File: src/hdl/csh_pkg.sv
`timescale 1ns / 1ps

package csh_pkg;

  // Item kinds carried on the input tuser.
  localparam logic [1:0] FUNC_START = 2'd0;
  localparam logic [1:0] FUNC_RX    = 2'd1;
  localparam logic [1:0] FUNC_TICK  = 2'd2;
  localparam logic [1:0] FUNC_NONE  = 2'd3;

  // Configuration register indexes.
  localparam logic CFG_MAX_TRIES = 1'b0;
  localparam logic CFG_BASE_WAIT = 1'b1;

  localparam logic [7:0] MAX_TRIES_RESET = 8'd60;
  localparam logic [7:0] BASE_WAIT_RESET = 8'd5;

  localparam logic [7:0] BYTE_SYNC_HDR = 8'hAA;
  localparam logic [7:0] BYTE_SYNC_ID  = 8'h0D;
  localparam logic [7:0] BYTE_ACK_ID   = 8'h0E;

  // Bytes checked per attempt, and the position of the byte that is captured.
  localparam logic [3:0] FRAME_LEN   = 4'd12;
  localparam logic [3:0] CAPTURE_POS = 4'd3;
  localparam logic [2:0] LAST_BEAT   = 3'd5;

  typedef enum logic [1:0] {
    PH_IDLE   = 2'd0,
    PH_BUSY   = 2'd1,
    PH_SYNCED = 2'd2,
    PH_FAILED = 2'd3
  } phase_t;

  typedef enum logic [1:0] {
    KIND_STATUS = 2'd0,
    KIND_SYNC   = 2'd1,
    KIND_ACK    = 2'd2
  } kind_t;

  // One result descriptor: a single status beat or a six beat frame.
  typedef struct packed {
    kind_t      kind;
    logic [7:0] captured;
    phase_t     status;
  } desc_t;

  // Expected response: ACK AA 0E 0D xx 00 00, then the echoed SYNC frame.
  function automatic logic [7:0] expect_byte(input logic [3:0] idx);
    logic [7:0] b;
    case (idx)
      4'd0:    b = BYTE_SYNC_HDR;
      4'd1:    b = BYTE_ACK_ID;
      4'd2:    b = BYTE_SYNC_ID;
      4'd6:    b = BYTE_SYNC_HDR;
      4'd7:    b = BYTE_SYNC_ID;
      default: b = 8'h00;
    endcase
    return b;
  endfunction

endpackage

File: src/hdl/camera_sync_handshake.sv
`timescale 1ns / 1ps

// Channel   Direction  Handshake            Contents
// s_*       in         s_tvalid/s_tready    tdata: rx_byte; tuser: func
// m_*       out        m_tvalid/m_tready    tdata: tx_byte, status; tuser: tx_valid;
//                                           tlast: last
// cfg_*     in         cfg_we               index 0 max_tries, 1 base_wait_ms
//
// Each accepted beat sits in an input register; combinational control logic turns
// it into a result descriptor for the transmit serializer: a single status beat, or
// a SYNC or ACK frame of six beats, one per byte, that holds off the next descriptor.
// Reset is synchronous and active high: 60 tries, 5 ms base wait, controller idle.
// An output stall holds the current beat; one more input beat is taken, then
// s_tready drops until the serializer takes the waiting descriptor.

module camera_sync_handshake (
  input  logic        clk,
  input  logic        rst,
  input  logic        cfg_we,
  input  logic        cfg_index,
  input  logic [7:0]  cfg_data,
  input  logic        s_tvalid,
  output logic        s_tready,
  input  logic [7:0]  s_tdata,   // [7:0] rx_byte
  input  logic [1:0]  s_tuser,   // [1:0] func
  output logic        m_tvalid,
  input  logic        m_tready,
  output logic [15:0] m_tdata,   // [7:0] tx_byte, [9:8] status, upper bits zero
  output logic        m_tuser,   // [0] tx_valid
  output logic        m_tlast
);

  logic            desc_valid;
  logic            desc_ready;
  csh_pkg::desc_t  desc;

  // Handshake state machine and the input register.
  csh_core u_core (
    .clk        (clk),
    .rst        (rst),
    .cfg_we     (cfg_we),
    .cfg_index  (cfg_index),
    .cfg_data   (cfg_data),
    .s_tvalid   (s_tvalid),
    .s_tready   (s_tready),
    .s_tdata    (s_tdata),
    .s_tuser    (s_tuser),
    .desc_valid (desc_valid),
    .desc_ready (desc_ready),
    .desc       (desc)
  );

  // Turns each descriptor into one status beat or a six byte frame.
  csh_tx u_tx (
    .clk        (clk),
    .rst        (rst),
    .desc_valid (desc_valid),
    .desc_ready (desc_ready),
    .desc       (desc),
    .m_tvalid   (m_tvalid),
    .m_tready   (m_tready),
    .m_tdata    (m_tdata),
    .m_tuser    (m_tuser),
    .m_tlast    (m_tlast)
  );

  // Frames only go out while an attempt is open or once synchronized.
  a_frame_status: assert property (@(posedge clk) disable iff (rst)
    m_tvalid && m_tuser |->
      m_tdata[9:8] == csh_pkg::PH_BUSY || m_tdata[9:8] == csh_pkg::PH_SYNCED)
    else $error("frame beat carries an unexpected status");

  // A status beat is a single closing beat with no byte to send.
  a_status_beat: assert property (@(posedge clk) disable iff (rst)
    m_tvalid && !m_tuser |-> m_tlast && m_tdata[7:0] == 8'h00)
    else $error("status beat malformed");

  // The input side only stalls while the output side holds a result.
  a_stall_cause: assert property (@(posedge clk) disable iff (rst)
    !s_tready |-> m_tvalid)
    else $error("input stalled with no pending output");

endmodule

File: src/hdl/csh_core.sv
`timescale 1ns / 1ps

module csh_core (
  input  logic                clk,
  input  logic                rst,
  input  logic                cfg_we,
  input  logic                cfg_index,
  input  logic [7:0]          cfg_data,
  input  logic                s_tvalid,
  output logic                s_tready,
  input  logic [7:0]          s_tdata,
  input  logic [1:0]          s_tuser,
  output logic                desc_valid,
  input  logic                desc_ready,
  output csh_pkg::desc_t      desc
);

  logic             item_valid;
  logic [1:0]       item_func;
  logic [7:0]       item_byte;

  logic [7:0]       max_tries;
  logic [7:0]       base_wait_ms;

  csh_pkg::phase_t  phase, phase_next;
  logic [7:0]       tries_left, tries_left_next;
  logic [7:0]       attempt_index, attempt_index_next;
  logic [8:0]       wait_left, wait_left_next;
  logic [3:0]       rx_count, rx_count_next;
  logic             all_matched, all_matched_next;
  logic [7:0]       captured_byte, captured_byte_next;
  csh_pkg::kind_t   kind;
  logic [7:0]       tries_dec;
  logic             advance;

  assign advance    = item_valid && desc_ready;
  assign s_tready   = !item_valid || advance;
  assign desc_valid = item_valid;
  assign desc       = '{kind: kind, captured: captured_byte, status: phase_next};

  always_comb begin
    phase_next         = phase;
    tries_left_next    = tries_left;
    attempt_index_next = attempt_index;
    wait_left_next     = wait_left;
    rx_count_next      = rx_count;
    all_matched_next   = all_matched;
    captured_byte_next = captured_byte;
    kind               = csh_pkg::KIND_STATUS;
    tries_dec          = (tries_left != 8'd0) ? tries_left - 8'd1 : 8'd0;
    if (item_func == csh_pkg::FUNC_START) begin
      attempt_index_next = 8'd0;
      tries_left_next    = max_tries;
      if (max_tries == 8'd0) begin
        phase_next = csh_pkg::PH_FAILED;
      end else begin
        phase_next         = csh_pkg::PH_BUSY;
        wait_left_next     = {1'b0, base_wait_ms};
        rx_count_next      = 4'd0;
        all_matched_next   = 1'b1;
        captured_byte_next = 8'd0;
        kind               = csh_pkg::KIND_SYNC;
      end
    end else if (phase == csh_pkg::PH_BUSY && item_func == csh_pkg::FUNC_RX) begin
      if (rx_count < csh_pkg::FRAME_LEN) begin
        if (rx_count == csh_pkg::CAPTURE_POS) begin
          captured_byte_next = item_byte;
        end else if (item_byte != csh_pkg::expect_byte(rx_count)) begin
          all_matched_next = 1'b0;
        end
        rx_count_next = rx_count + 4'd1;
      end
    end else if (phase == csh_pkg::PH_BUSY && item_func == csh_pkg::FUNC_TICK) begin
      if (wait_left > 9'd1) begin
        wait_left_next = wait_left - 9'd1;
      end else begin
        wait_left_next = 9'd0;
        if (rx_count >= csh_pkg::FRAME_LEN && all_matched) begin
          phase_next = csh_pkg::PH_SYNCED;
          kind       = csh_pkg::KIND_ACK;
        end else begin
          tries_left_next = tries_dec;
          if (tries_dec == 8'd0) begin
            phase_next = csh_pkg::PH_FAILED;
          end else begin
            // Next attempt waits one tick longer than the last.
            attempt_index_next = attempt_index + 8'd1;
            wait_left_next     = {1'b0, base_wait_ms} + {1'b0, attempt_index + 8'd1};
            rx_count_next      = 4'd0;
            all_matched_next   = 1'b1;
            captured_byte_next = 8'd0;
            kind               = csh_pkg::KIND_SYNC;
          end
        end
      end
    end
  end

  always_ff @(posedge clk) begin
    if (rst) begin
      item_valid    <= 1'b0;
      max_tries     <= csh_pkg::MAX_TRIES_RESET;
      base_wait_ms  <= csh_pkg::BASE_WAIT_RESET;
      phase         <= csh_pkg::PH_IDLE;
      tries_left    <= 8'd0;
      attempt_index <= 8'd0;
      wait_left     <= 9'd0;
      rx_count      <= 4'd0;
      all_matched   <= 1'b1;
      captured_byte <= 8'd0;
    end else begin
      if (cfg_we) begin
        case (cfg_index)
          csh_pkg::CFG_MAX_TRIES: max_tries    <= cfg_data;
          csh_pkg::CFG_BASE_WAIT: base_wait_ms <= cfg_data;
          default:                max_tries    <= max_tries;
        endcase
      end
      if (s_tvalid && s_tready) begin
        item_valid <= 1'b1;
        item_func  <= s_tuser;
        item_byte  <= s_tdata;
      end else if (advance) begin
        item_valid <= 1'b0;
      end
      if (advance) begin
        phase         <= phase_next;
        tries_left    <= tries_left_next;
        attempt_index <= attempt_index_next;
        wait_left     <= wait_left_next;
        rx_count      <= rx_count_next;
        all_matched   <= all_matched_next;
        captured_byte <= captured_byte_next;
      end
    end
  end

endmodule

File: src/hdl/csh_tx.sv
`timescale 1ns / 1ps

module csh_tx (
  input  logic            clk,
  input  logic            rst,
  input  logic            desc_valid,
  output logic            desc_ready,
  input  csh_pkg::desc_t  desc,
  output logic            m_tvalid,
  input  logic            m_tready,
  output logic [15:0]     m_tdata,
  output logic            m_tuser,
  output logic            m_tlast
);

  logic            busy;
  logic [2:0]      beat;
  csh_pkg::desc_t  cur;
  logic [7:0]      tx_byte;

  always_comb begin
    case (cur.kind)
      csh_pkg::KIND_SYNC: begin
        case (beat)
          3'd0:    tx_byte = csh_pkg::BYTE_SYNC_HDR;
          3'd1:    tx_byte = csh_pkg::BYTE_SYNC_ID;
          default: tx_byte = 8'h00;
        endcase
      end
      csh_pkg::KIND_ACK: begin
        case (beat)
          3'd0:    tx_byte = csh_pkg::BYTE_SYNC_HDR;
          3'd1:    tx_byte = csh_pkg::BYTE_ACK_ID;
          3'd2:    tx_byte = csh_pkg::BYTE_SYNC_ID;
          3'd3:    tx_byte = cur.captured;
          default: tx_byte = 8'h00;
        endcase
      end
      default: tx_byte = 8'h00;
    endcase
  end

  assign m_tvalid   = busy;
  assign m_tuser    = (cur.kind != csh_pkg::KIND_STATUS);
  assign m_tlast    = (cur.kind == csh_pkg::KIND_STATUS) || (beat == csh_pkg::LAST_BEAT);
  assign m_tdata    = {6'd0, cur.status, tx_byte};
  assign desc_ready = !busy || (m_tready && m_tlast);

  always_ff @(posedge clk) begin
    if (rst) begin
      busy <= 1'b0;
      beat <= 3'd0;
    end else if (desc_ready) begin
      busy <= desc_valid;
      beat <= 3'd0;
      if (desc_valid) begin
        cur <= desc;
      end
    end else if (m_tready) begin
      beat <= beat + 3'd1;
    end
  end

endmodule
File: config.mk
export PLATFORM = sky130hd
export DESIGN_NAME = camera_sync_handshake
export DESIGN_NICKNAME = d
export VERILOG_FILES = /design/src/hdl/csh_pkg.sv /design/src/hdl/camera_sync_handshake.sv /design/src/hdl/csh_core.sv /design/src/hdl/csh_tx.sv
export SDC_FILE = /design/constraint.sdc
export NUM_CORES = 1
export LEC_CHECK = 0
export BUFFER_PORTS_ARGS = -buffer_cell sky130_fd_sc_hd__clkbuf_2
export CAP_MARGIN = 30
export CORE_UTILIZATION = 55
export CTS_CLUSTER_DIAMETER = 40
export CTS_CLUSTER_SIZE = 25
export DETAILED_ROUTE_END_ITERATION = 12
export PLACE_DENSITY = 0.85
export SLEW_MARGIN = 20
export SYNTH_ARGS = -nofsm -noshare
export SYNTH_HDL_FRONTEND = slang
export SYNTH_HIERARCHICAL = 1
export SYNTH_SLANG_ARGS = --single-unit
File: constraint.sdc
create_clock -name clk -period 5.2 [get_ports clk]
set_clock_uncertainty 0.2 [all_clocks]
set_input_delay 1.04 -clock clk [delete_from_list [all_inputs] [get_ports clk]]
set_output_delay 1.04 -clock clk [all_outputs]
set_load 0.01 [all_outputs]
======== After elaboration in Yosys (flattened, before gate mapping) ========
Index checks and enable logic that the tools add are counted.
storage, ports and cells
  bits of input ports ..................... 24
  word-level logic and storage cells ...... 160
  flip-flop bits (word level) ............. 83
operators by class
  $add $sub $neg .......................... 6
  bitwise logic cells ..................... 2
  $lt $le $gt $ge ......................... 3
  reduce and logical (&&, ||, !) cells .... 35
  equality and inequality tests ........... 27
  muxes and demuxes ....................... 70
operators by type and width
  kind                                                                   number
  8-bit two-way mux                                                      25
  9-bit two-way mux                                                      7
  4-bit two-way mux                                                      8
  8-bit one-hot mux with 2 select lines                                  2
  8-bit one-hot mux with 4 select lines                                  1
  2-bit two-way mux                                                      12
  8-bit one-hot mux with 3 select lines                                  1
  8-bit zero test                                                        2
  1-bit two-way mux                                                      14
  3-bit by 2-bit != test with 1-bit output, second input constant        4
  8-bit by 8-bit adder with 9-bit output                                 1
  9-bit by 1-bit > comparator with 1-bit output, second input constant   1
  3-bit by 1-bit != test with 1-bit output, second input constant        3
  9-bit AND reduction                                                    1
  9-bit by 1-bit subtractor with 9-bit output, second input constant     1
  8-bit by 1-bit adder with 8-bit output, second input constant          1
  4-bit by 2-bit equality test with 1-bit output, second input constant  2
  4-bit by 3-bit equality test with 1-bit output, second input constant  2
  2-bit by 1-bit != test with 1-bit output, second input constant        4
  8-bit != test                                                          1
  8-bit AND reduction                                                    1
  8-bit nonzero test                                                     1
  8-bit by 1-bit subtractor with 8-bit output, second input constant     1
  7-bit AND reduction                                                    1
  other kinds (26)                                                       46

======== Longest topological paths before layout ========
  depth after elaboration ................. 13
  gate-level depth with buffers ........... 11
  mapped depth without buffers ............ 10

======== Hierarchy ========
The synthesis kept the hierarchy.
modules (own cells, without submodules)
  module    times used  area each (sq um)  seq. area each (sq um)  cells each
  csh_core  1           4132.7             1441.4                  496
  csh_tx    1           883.3              440.4                   75

======== Least setup slack after synthesis ========
Ideal clock, no wire load.
  path kind ............................... input to output
  start ................................... input m_tready
  end ..................................... output s_tready
  required time ........................... 3.960 ns
  stages on the path ...................... 2
  path buffers ............................ 0
  data arrival time ....................... 1.457 ns
  path slack .............................. 2.503 ns
  cells stage by stage .................... a21bo_4 > nand2b_1
between the ends
  word-level cells in the longest chain between the ends .. 4
ends and longest elaborated chain
  item               line                         RTL
  from (decl)        camera_sync_handshake.sv:27  input logic m_tready,
  1-bit logical AND  csh_tx.sv:47                 assign desc_ready = !busy || (m_tready && m_tlast);
  1-bit logical OR   csh_tx.sv:47
  1-bit logical AND  csh_core.sv:36               assign advance = item_valid && desc_ready;
  1-bit logical OR   csh_core.sv:37               assign s_tready = !item_valid || advance;
  to (decl)          camera_sync_handshake.sv:23  output logic s_tready,
Every way passes these cells.

======== Worst setup path after layout ========
  start ................................... register u_tx/cur[11] in the netlist's numbering
  end ..................................... output m_tdata[3]
between the ends
  word-level cells in the longest chain between the ends .. 2
  elaborated cells between the ends (all ways) .. 3
  those cells by class .................... eq/ne: 2; mux: 1
ends and longest elaborated chain
  item                                                                                          line                         RTL
  from (decl)                                                                                   csh_tx.sv:18                 csh_pkg::desc_t cur;
  from (signal assigned)                                                                        csh_tx.sv:57                 cur <= desc;
  2-bit equality test / 2-bit by 1-bit equality test with 1-bit output (equally long branches)  csh_tx.sv:22                 case (cur.kind)
  8-bit one-hot mux with 2 select lines (*)                                                     csh_tx.sv:22
  to (decl)                                                                                     camera_sync_handshake.sv:28  output logic [15:0] m_tdata,
Every way passes the cells marked *; elsewhere a longest branch is shown, timed or not.

==> summary.txt <==
CTS
  – Clock buffer depth: 2
  – Clk pin slew, worst setup/hold paths: 0.08 ns
  – Post-CTS sizing: 0
  – Post-CTS setup buffer count: 0
  – CTS sink cnt: 83
  – Clk Tree Root Cell: clkbuf_8
  – Clk_lat worst skew: 0.36 ns
  – Post-cts hold buffer count: 0
  – CTS tree: yes
  – # H-tree levels: 3
  – CTS Buf Count: 9

Cells and area
  – # diodes: 0
  – Fill count: 712
  – Design Area, Final: about 5300 um2
  – Register area: approximately 1900 um2
  – Non-Filler Instances: roughly 710
  – Nets@finish: 642
  – Commonest non-fill, non-tap cell in the layout: nand2_1
  – Area occupied by multi-input gates: 2840 um2
  – Synthesis-to-finish area growth: 6.41%
  – Commonest non-fill, non-tap cells in the layout: 71 x nand2_1, 61 x dfxtp_1, 47 x a21oi_1
  – Ratio of cells with drive above 1 in the final layout: between 10% and 20%

Worst setup path
  – Startpoint Class: register
  – Register-to-Register Path Depth: 9
  – Critical path endpoint: m_tdata[3]
  – Reg2reg end: u_core/wait_left[1]
  – Worst setup startpoint: u_tx/cur[11]
  – Max FO, Critical Path: 11
  – FF-to-FF Start: u_tx/beat[1]
  – Crit. End Element: output pin
  – Largest stage delay on the critical path: 0.41 ns
  – Crit. path cell count: 5
  – Crit-path slowest cell: edfxtp_1
  – Worst path cell trace: ha_1 -> o21ai_0 -> a21oi_1 -> o31a_1 -> clkbuf_2
  – Worst endpoint required time: 3.96 ns
  – Crit path DAT: 1.92 ns
  – Delay-heaviest family, CP: compound AO/OA/AOI/OAI gates
  – Crit path buffers/inverters: 1
  – Setup CP Type: register to output pin
  – R2R Setup Slk: 2.30 ns

STA
  – TNS Setup: 0 ns
  – Final Max Slew Viols: 0
  – Setup violations, final: 0
  – Final period util: 60.7%
  – Final hold vios: 0
  – Slew headroom: 44.8%
  – Post-layout min period: ~3.2 ns
  – Hold_ws: between 0.2 and 0.3 ns
  – RSZ-0062 raised after global routing: false
  – Max Fclk: around 320 MHz
  – Worst slew pin tran: 0.825 ns

Synthesis
  – Ranking of synthesized cells by area: dfxtp_1 24%, edfxtp_1 13%, ha_1 6.0%
  – Seq/Total Area, Yosys: between 30% and 40%
  – Synth area leader: dfxtp_1
  – Post-synth EDFFs: 22
  – Synthesized area: between 5000 and 6000 um2
  – Ys async rst share: 0%
  – Post-synthesis register bit count: 83
  – Share of the synthesized area in the top cell type: between 20% and 30%
  – Main synth FF type: dfxtp_1
  – Post-Syn Area per Cell: 8.78 um2
  – Unique masters post-synth: 81
  – Syn Inst Count: around 570
  – Yosys Warn Count: 6

Route
  – Drt first pass iters: 5
  – DRT iter0 DRCs: 445
  – Wirelength per Cell: roughly 17 um
  – WL final: 11700 um
  – ANT nets after route: 0
  – Routed via count: ~4500
  – Drt via density: 6.37
  – DR DRC count: 0

Floorplan
  – Die Width: 97.5 um
  – Die area: about 9500 um2
  – Starting Density: 57.2%
  – Row cnt: 34
  – Die Height: ~98 um
  – Io pins: 44
  – Core area: just under 9000 um2

Pwr
  – PwrDens: 240 nW/um2
  – Worst vdd ir: around 120 uV
  – Cell Int Power: 0.916 mW
  – P_leak: approximately 2.1 nW
  – Switching portion of total power: 28.4%
  – Clock group share of total power: around a third
  – Gate power share: 13.4%
  – Flop pwr share: around 55%
  – NetSw: between 0.3 and 0.4 mW

Flow run
  – Max_cap viols: 0

Global routing
  – Initial antenna violation count: 0
  – Largest net degree at the start of global routing: 49
  – Gr ovfl total: 0
  – Global-route wire length before repair: 19400 um
  – Number of global-route vias before repair: 4141
  – GRT Total Usage: ~25%

Placed design
  – HPWL after DPL: around 8600 um
  – RePlAce Congestion: 0.927
  – Placed Area: approximately 5200 um2
  – Count of buffers from port buffering: 37
  – Placed Cells: 689

Hold path
  – Hold Path Class: register to register

Outcome
  – Outcome: finished clean
[worst min-delay path, stage by stage, from the launching register on]
cell     delay (ns)
dfxtp_1        0.32
nand2_1        0.06
o32ai_1        0.06
[area by class of cell]
type | count | area share [%]
timing repair buffer | 41 | 4.03
inverter | 27 | 1.90
multi-input combinational | 431 | 53.1
clock inverter | 6 | 0.774
tap | 108 | 2.53
sequential | 83 | 35.3
clock buffer | 10 | 2.39
[cells in the mapped netlist (12+ instances only)]
library cell / n
a21oi_1: 47
clkbuf_1: 19
dfxtp_1: 61
edfxtp_1: 22
ha_1: 24
inv_1: 27
nand2_1: 71
nand3_1: 23
nor2_1: 34
nor3_1: 15
o21ai_0: 22
xnor2_1: 12
[state kept, by name, summed over array words and instances (netlist names)]
signal	count
u_core/wait_left	9
u_core/max_tries	8
u_core/base_wait_ms	8
u_core/all_matched	1
u_tx/m_tvalid	1
u_core/tries_left	8
u_core/attempt_index	8
u_tx/m_tdata	2
u_core/item_byte	8
u_tx/beat	3
u_core/phase	2
u_core/desc_valid	1
u_tx/cur	10
u_core/captured_byte	8
u_core/rx_count	4
u_core/item_func	2
[layer usage]
layer  up-vias  global-route usage [%]  share of wire (%)
li1       2154                       -                  -
met1      2110                    32.6                 44
met2       209                    39.8                 47
met3        24                    5.54                7.5
met4         0                    9.05                2.1
met5         -                       0                  0
[logic make-up after synthesis]
| logic type | count (synthesis) | synth area share [%] |
|---|---|---|
| multiplexers | 4 | 0.798 |
| flip-flops | 83 | 37.5 |
| other | 1 | 0.0748 |
| adder cells (fa/ha/maj) | 25 | 6.39 |
| AO/OA/AOI/OAI | 167 | 23.8 |
| AND/OR/NAND/NOR | 213 | 22.3 |
| buffers and inverters | 62 | 6.34 |
| XOR/XNOR | 16 | 2.79 |
[through the flow]
stage               setup WS (ns)  power [mW]  util (%)
detailed placement           2.12       0.880      58.9
global placement             2.22       0.875      58.9
CTS                          2.05        1.28      60.8
global route                 1.88        1.33      60.9
floorplan                    2.50       0.835         -
finish                       2.04        1.28      60.9
[power by group through the flow]
stage	clock, mW	combinational [mW]	sequential, mW
3_5_place_dp	0	0.166	0.714
6_report	0.408	0.171	0.700
4_1_cts	0.415	0.167	0.699
2_1_floorplan	0	0.129	0.706
3_3_place_gp	0	0.161	0.713
5_1_grt	0.445	0.186	0.702
[how the worst min path moves through the flow]
stage                                      end  slack (ns)               startpoint  cells after the start
after detailed placement           u_tx/cur[5]        0.25  u_core/captured_byte[3]                      0
after CTS                          u_tx/cur[5]        0.27  u_core/captured_byte[3]                      0
after global placement             u_tx/cur[7]        0.25  u_core/captured_byte[5]                      0
after global routing               u_tx/cur[2]        0.28  u_core/captured_byte[0]                      0
final                     u_core/tries_left[6]        0.28     u_core/tries_left[6]                      2
after floorplan                    u_tx/cur[2]        0.23  u_core/captured_byte[0]                      0
Note: power is estimated with default switching activity, not from simulation.
